`config.mk`:
```
export PLATFORM = sky130hd
export DESIGN_NAME = aizawa_outbuf_flat
export DESIGN_NICKNAME = d
export VERILOG_FILES = /design/src/hdl/aizawa_pkg.sv /design/src/hdl/aizawa_if.sv /design/src/hdl/aizawa_outbuf.sv /design/src/flat_wrapper.sv
export SDC_FILE = /design/constraint.sdc
export NUM_CORES = 1
export LEC_CHECK = 0
export ABC_AREA = 1
export BUFFER_PORTS_ARGS = -buffer_cell sky130_fd_sc_hd__buf_2
export CAP_MARGIN = 20
export CELL_PAD_IN_SITES_DETAIL_PLACEMENT = 0
export CELL_PAD_IN_SITES_GLOBAL_PLACEMENT = 1
export CORE_MARGIN = 5
export CORE_UTILIZATION = 30
export CTS_CLUSTER_DIAMETER = 50
export DETAILED_ROUTE_END_ITERATION = 12
export PLACE_DENSITY = 0.61
export SYNTH_ARGS = -nofsm -noshare
export SYNTH_HDL_FRONTEND = slang
export SYNTH_SLANG_ARGS = --single-unit
```
`constraint.sdc`:
```
create_clock -name clock -period 9.2 [get_ports clock]
set_input_delay 0.92 -clock clock [delete_from_list [all_inputs] [get_ports clock]]
set_output_delay 0.92 -clock clock [all_outputs]
set_load 0.01 [all_outputs]
```
`src/hdl/aizawa_pkg.sv`:
```
package aizawa_pkg;

   localparam int FRAC_BITS = 24;
   localparam int ACC_W     = 36;
   localparam int DIGIT_W   = 17;
   localparam int DIV3_SH   = DIGIT_W + 4;
   localparam int CSR_IDX_W = 3;
   localparam int CSR_DATA_W = 32;

   localparam logic signed [63:0] Q_MAX = 64'sd2147483647;
   localparam logic signed [63:0] Q_MIN = -64'sd2147483648;
   localparam logic signed [63:0] ONE_Q = 64'sd1 <<< FRAC_BITS;
   localparam logic [DIV3_SH-1:0] DIV3_MUL = DIV3_SH'(((64'd1 << DIV3_SH) + 64'd2) / 64'd3);

   // configuration register indexes
   localparam logic [CSR_IDX_W-1:0] CSR_COEF_A    = 3'd0;
   localparam logic [CSR_IDX_W-1:0] CSR_COEF_B    = 3'd1;
   localparam logic [CSR_IDX_W-1:0] CSR_COEF_C    = 3'd2;
   localparam logic [CSR_IDX_W-1:0] CSR_COEF_D    = 3'd3;
   localparam logic [CSR_IDX_W-1:0] CSR_COEF_E    = 3'd4;
   localparam logic [CSR_IDX_W-1:0] CSR_COEF_F    = 3'd5;
   localparam logic [CSR_IDX_W-1:0] CSR_STEP_SIZE = 3'd6;

   typedef logic signed [31:0] q_type;
   typedef logic [30:0] step_type;

   typedef struct packed {
      q_type x;
      q_type y;
      q_type z;
   } vec_type;

   typedef struct packed {
      logic signed [ACC_W-1:0] x;
      logic signed [ACC_W-1:0] y;
      logic signed [ACC_W-1:0] z;
   } acc_type;

   // state that rides along the pipeline with each particle
   typedef struct packed {
      vec_type p0;
      logic    last;
      acc_type acc;
   } side_type;

   typedef struct packed {
      q_type    a;
      q_type    b;
      q_type    c;
      q_type    d;
      q_type    e;
      q_type    f;
      step_type h;
   } coef_type;

   typedef struct packed {
      q_type next_x;
      q_type next_y;
      q_type next_z;
      logic  last_out;
   } result_type;

   typedef struct packed {
      logic [DIGIT_W-1:0] q;
      logic [1:0]         r;
   } div3_type;

   // clamp to the 32-bit signed range
   function automatic q_type sat32(input logic signed [63:0] v);
      q_type res;
      if (v > Q_MAX) begin
         res = Q_MAX[31:0];
      end else if (v < Q_MIN) begin
         res = Q_MIN[31:0];
      end else begin
         res = v[31:0];
      end
      return res;
   endfunction

   // round a product by 2^sh, half toward +inf, then saturate
   function automatic q_type round_shift(input logic signed [63:0] p, input int sh);
      logic signed [63:0] half;
      half = 64'sd1 <<< (sh - 1);
      return sat32((p + half) >>> sh);
   endfunction

   // Q8.24 multiply
   function automatic q_type qmul(input q_type a, input q_type b);
      logic signed [63:0] p;
      p = a * b;
      return round_shift(p, FRAC_BITS);
   endfunction

   // one digit of a long division by 3, using a reciprocal multiply
   function automatic div3_type div3_digit(input logic [1:0] rem,
                                           input logic [DIGIT_W-1:0] digit);
      logic [DIGIT_W+1:0]         v;
      logic [DIGIT_W+DIV3_SH+1:0] prod;
      logic [DIGIT_W+1:0]         back;
      div3_type                   res;
      v     = {rem, digit};
      prod  = (DIGIT_W + DIV3_SH + 2)'(v) * (DIGIT_W + DIV3_SH + 2)'(DIV3_MUL);
      res.q = prod[DIV3_SH+DIGIT_W-1:DIV3_SH];
      back  = {2'b00, res.q} + {1'b0, res.q, 1'b0};
      res.r = 2'(v - back);
      return res;
   endfunction

endpackage

```
`src/hdl/aizawa_if.sv`:
```


interface aizawa_rsp_if;
   logic        valid;
   logic        ready;
   logic signed [31:0] next_x;
   logic signed [31:0] next_y;
   logic signed [31:0] next_z;
   logic        last_out;

   modport source (output valid, output next_x, output next_y, output next_z,
                   output last_out, input ready);
   modport sink (input valid, input next_x, input next_y, input next_z,
                 input last_out, output ready);
endinterface

```
`src/hdl/aizawa_outbuf.sv`:
```
module aizawa_outbuf (
   input  logic                   clock,
   input  logic                   reset,
   input  logic                   in_valid,
   input  aizawa_pkg::result_type in_res,
   output logic                   en,
   aizawa_rsp_if.source           rsp_if
);
   import aizawa_pkg::*;

   logic       out_valid_ff, out_valid_in;
   logic       skid_valid_ff, skid_valid_in;
   result_type out_res_ff, out_res_in;
   result_type skid_res_ff, skid_res_in;
   logic       out_free;

   assign out_free = !out_valid_ff || rsp_if.ready;
   assign en       = !skid_valid_ff;

   // drain the skid first; park a transaction there when the output is blocked
   always_comb begin
      out_valid_in  = out_valid_ff;
      out_res_in    = out_res_ff;
      skid_valid_in = skid_valid_ff;
      skid_res_in   = skid_res_ff;
      if (out_free) begin
         if (skid_valid_ff) begin
            out_valid_in  = 1'b1;
            out_res_in    = skid_res_ff;
            skid_valid_in = 1'b0;
         end else begin
            out_valid_in = in_valid;
            out_res_in   = in_res;
         end
      end else if (in_valid && !skid_valid_ff) begin
         skid_valid_in = 1'b1;
         skid_res_in   = in_res;
      end
   end

   always_ff @(posedge clock) begin
      if (reset) begin
         out_valid_ff  <= 1'b0;
         skid_valid_ff <= 1'b0;
      end else begin
         out_valid_ff  <= out_valid_in;
         skid_valid_ff <= skid_valid_in;
      end
   end

   always_ff @(posedge clock) begin
      out_res_ff  <= out_res_in;
      skid_res_ff <= skid_res_in;
   end

   assign rsp_if.valid    = out_valid_ff;
   assign rsp_if.next_x   = out_res_ff.next_x;
   assign rsp_if.next_y   = out_res_ff.next_y;
   assign rsp_if.next_z   = out_res_ff.next_z;
   assign rsp_if.last_out = out_res_ff.last_out;

endmodule

```
`src/flat_wrapper.sv`:
```
// flat-port wrapper written by rule: the top's interface ports become plain ports
module aizawa_outbuf_flat import aizawa_pkg::*;
  (clock, reset, in_valid, in_res, en, rsp_if_valid, rsp_if_next_x, rsp_if_next_y, rsp_if_next_z, rsp_if_last_out, rsp_if_ready);
  aizawa_rsp_if rsp_if_i ();
  input  logic clock;
  input  logic reset;
  input  logic in_valid;
  input  aizawa_pkg::result_type in_res;
  output logic en;
  output wire logic [$bits(rsp_if_i.valid)-1:0] rsp_if_valid;
  output wire logic [$bits(rsp_if_i.next_x)-1:0] rsp_if_next_x;
  output wire logic [$bits(rsp_if_i.next_y)-1:0] rsp_if_next_y;
  output wire logic [$bits(rsp_if_i.next_z)-1:0] rsp_if_next_z;
  output wire logic [$bits(rsp_if_i.last_out)-1:0] rsp_if_last_out;
  input wire logic [$bits(rsp_if_i.ready)-1:0] rsp_if_ready;
  assign rsp_if_valid = rsp_if_i.valid;
  assign rsp_if_next_x = rsp_if_i.next_x;
  assign rsp_if_next_y = rsp_if_i.next_y;
  assign rsp_if_next_z = rsp_if_i.next_z;
  assign rsp_if_last_out = rsp_if_i.last_out;
  assign rsp_if_i.ready = rsp_if_ready;
  aizawa_outbuf u_core (.clock(clock), .reset(reset), .in_valid(in_valid), .in_res(in_res), .en(en), .rsp_if(rsp_if_i));
endmodule
```
==> results by group <==
Global routing
  • Gr busiest metal: met2
  • Total congestion overflow: 0
  • Initial antenna violation count: 3
  • Tot GR Track Use: 12.1%
  • Largest net degree at the start of global routing: 100
  • Vias in the first global route: 4518
  • First-pass GRT wire length: 25200 um
  • Met3 Use GR: 3.49%
  • Met1 track utilization from global routing: 15.4%
  • M2 GR Usage: 19.9%

Clocking
  • Clock Sink Count: 196
  • Root buffer cell: clkbuf_16
  • Clock insertion delay at the later pin of the skew report: 0.42 ns
  • Post-CTS Hold Fix Bufs: 0
  • CTS tree: done
  • CTS Buf Count: 17
  • Post-CTS Setup Inserts: 0
  • Post-CTS sizing: 0
  • Reg clk slew, reported paths: 0.07 ns
  • Clk buf depth: 2
  • # H-tree levels: 4

Floorplan
  • Die width: 164 um
  • Core Region: 23400 um^2
  • Die area: 26900 um^2
  • Number of I/O pins: 200
  • Initial Util: 30.5%
  • Die height: 164 um
  • Row cnt: 56

Setup path
  • Crit-path slowest cell: buf_4
  • Startpoint types: input port
  • CP Class: input port to register
  • CP bufs+invs: 4
  • Crit path max fanout: 60
  • Crit-path cells: buf_2 -> inv_1 -> nand2_4 -> nor2_4 -> buf_12 -> buf_4
  • Family with the most delay on the worst path: buffers and inverters
  • Nature of the critical path endpoint: register
  • Arr. time, crit path: 2.81 ns
  • Slowest cell delay on critical path: 0.65 ns
  • CP Data Required Time: 9.25 ns

Timing
  • Min Hold Slack: 0.517 ns
  • Worst Tran Pin Value: 1.04 ns
  • Final Max Slew Viols: 0
  • Clock Skews: 0.00944 ns
  • Final TNS setup: 0 ns
  • Final Critical Period: 2.77 ns
  • Final setup vio count: 0
  • Final worst path period share: 30.1%
  • Fmax: 361 MHz
  • RSZ-0062 raised after global routing: no
  • Max-slew headroom: 30.6%
  • Count of final hold-check violations: 0

Drt
  • Vias: 4422
  • Remaining DRCs: 0
  • Iter 0 DRT Violations: 240
  • Routed WL: 16200 um
  • Vias/cell: 4.19
  • Drt first pass iters: 5
  • Routed Antenna Nets: 0
  • WL/cell: 15.4 um

Synth
  • Post-synthesis net count: 620
  • Synth Cell Area: 7130 um^2
  • Number of warning messages in the yosys log: 0
  • Sequential fraction of the synthesis area: 82.3%
  • Gate Count Post-Synth: 519
  • Yosys reg bits: 196
  • Synth unique cells: 11
  • Post-Syn Area per Cell: 13.7 um^2

Final layout
  • Fillers: 2335
  • Post-route insts no fill: 1055
  • Fin util: 38.6%
  • Register area: 5870 um^2
  • Area of the multi-input gates: 1140 um^2
  • Layout area overhead: 26.8%
  • Nets@finish: 822
  • Fraction of layout cells with a size suffix above 1: 32.3%

Power
  • Pwr dens: 211 nW/um^2
  • Worst vdd ir: 0.111 mV
  • Static leakage: 3.85 nW

Outcome
  • Status: complete, no violations

Flow run
  • Max_cap viols: 0

Place
  • DP HPWL: 10600 um
  • GP Congestion: 0.752
  • Buffers on Ports: 199
  • Placed Cells: 1019

Hold path
  • Hold WC Path Type: register to register
where the power goes:
part	leakage [nW]	switching, W	internal (W)
Sequential	1.91	0.0000144	0.00104
Combinational	1.67	0.0000854	0.0000523
Clock	0.268	0.000337	0.000377
Total	3.85	0.000437	0.00147
routing by layer:
layer | vias up | wire length (um)
li1 | 2163 | -
met1 | 2100 | 6890
met2 | 141 | 8030
met3 | 16 | 1040
met4 | 2 | 254
met5 | - | 13
tightest hold or removal path, cell delays in order, from the launching register on:
cell and delay, ns:
edfxtp_1 0.32, nand2_1 0.05, nand2_1 0.05
area by class of cell:
cell class                      instances  area share, %
Tap cell                              319           4.41
Inverter                                3          0.152
Sequential cell                       196           64.9
Clock buffer                           18           4.75
Clock inverter                         14           1.40
Timing Repair Buffer                  204           11.7
Multi-Input combinational cell        299           12.6
Antenna cell                            2         0.0554
cell usage after synthesis (all sizes together):
cell / count / area [um^2]
buf: 21 / 125
dfxtp: 2 / 40.0
o21ai: 1 / 5.00
nand3: 1 / 5.00
nor2: 3 / 11.3
inv: 3 / 13.8
nand2: 294 / 1100
edfxtp: 194 / 5830
sequential cells by signal, indices dropped and copies added (netlist names):
register,count
u_core.rsp_if.next_z,32
u_core.rsp_if.next_x,32
u_core.skid_res_ff,97
u_core.skid_valid_ff,1
u_core.rsp_if.valid,1
u_core.rsp_if.last_out,1
u_core.rsp_if.next_y,32
cell usage in the layout, fill, tap and decap left out, types with 2 or more instances in the layout:
cell | Yosys | final
buf_12 | 0 | 2
buf_2 | 16 | 199
buf_4 | 3 | 3
clkbuf_16 | 0 | 17
clkinv_1 | 0 | 2
clkinv_2 | 0 | 2
clkinv_4 | 0 | 2
clkinvlp_4 | 0 | 2
diode_2 | 0 | 2
edfxtp_1 | 194 | 194
inv_1 | 2 | 2
inv_6 | 0 | 4
nand2_1 | 294 | 293
nor2_1 | 3 | 2
through the flow:
step	setup slack, ns	power (W)	area (um^2)
after global placement	5.52	0.00121	8440
after global routing	6.30	0.00199	9040
after floorplan	1.16	0.00113	7130
after detailed placement	5.43	0.00121	8440
final	6.43	0.00190	9040
after CTS	5.64	0.00194	9000
final timing paths:
check                                   to                   start  slack (ns)  depth (start not counted)
setup reg to reg    u_core.skid_res_ff[74]    u_core.skid_valid_ff        6.63                          5
setup / recovery    u_core.skid_res_ff[74]            rsp_if_ready        6.43                          6
hold reg to reg   u_core.rsp_if.next_z[25]  u_core.skid_res_ff[26]        0.52                          2
hold / removal    u_core.rsp_if.next_z[25]  u_core.skid_res_ff[26]        0.52                          2
cells by family (layout without fill, tap and decap cells):
family / after synthesis / count (layout) / synth area share, %
DFF: 196 / 196 / 82.3
buffers and inverters: 24 / 239 / 1.95
and+or+nand+nor: 298 / 298 / 15.7
AOI/OAI and AO/OA: 1 / 1 / 0.0701
other: 0 / 2 / 0
Note: power is estimated with default switching activity, not from simulation.
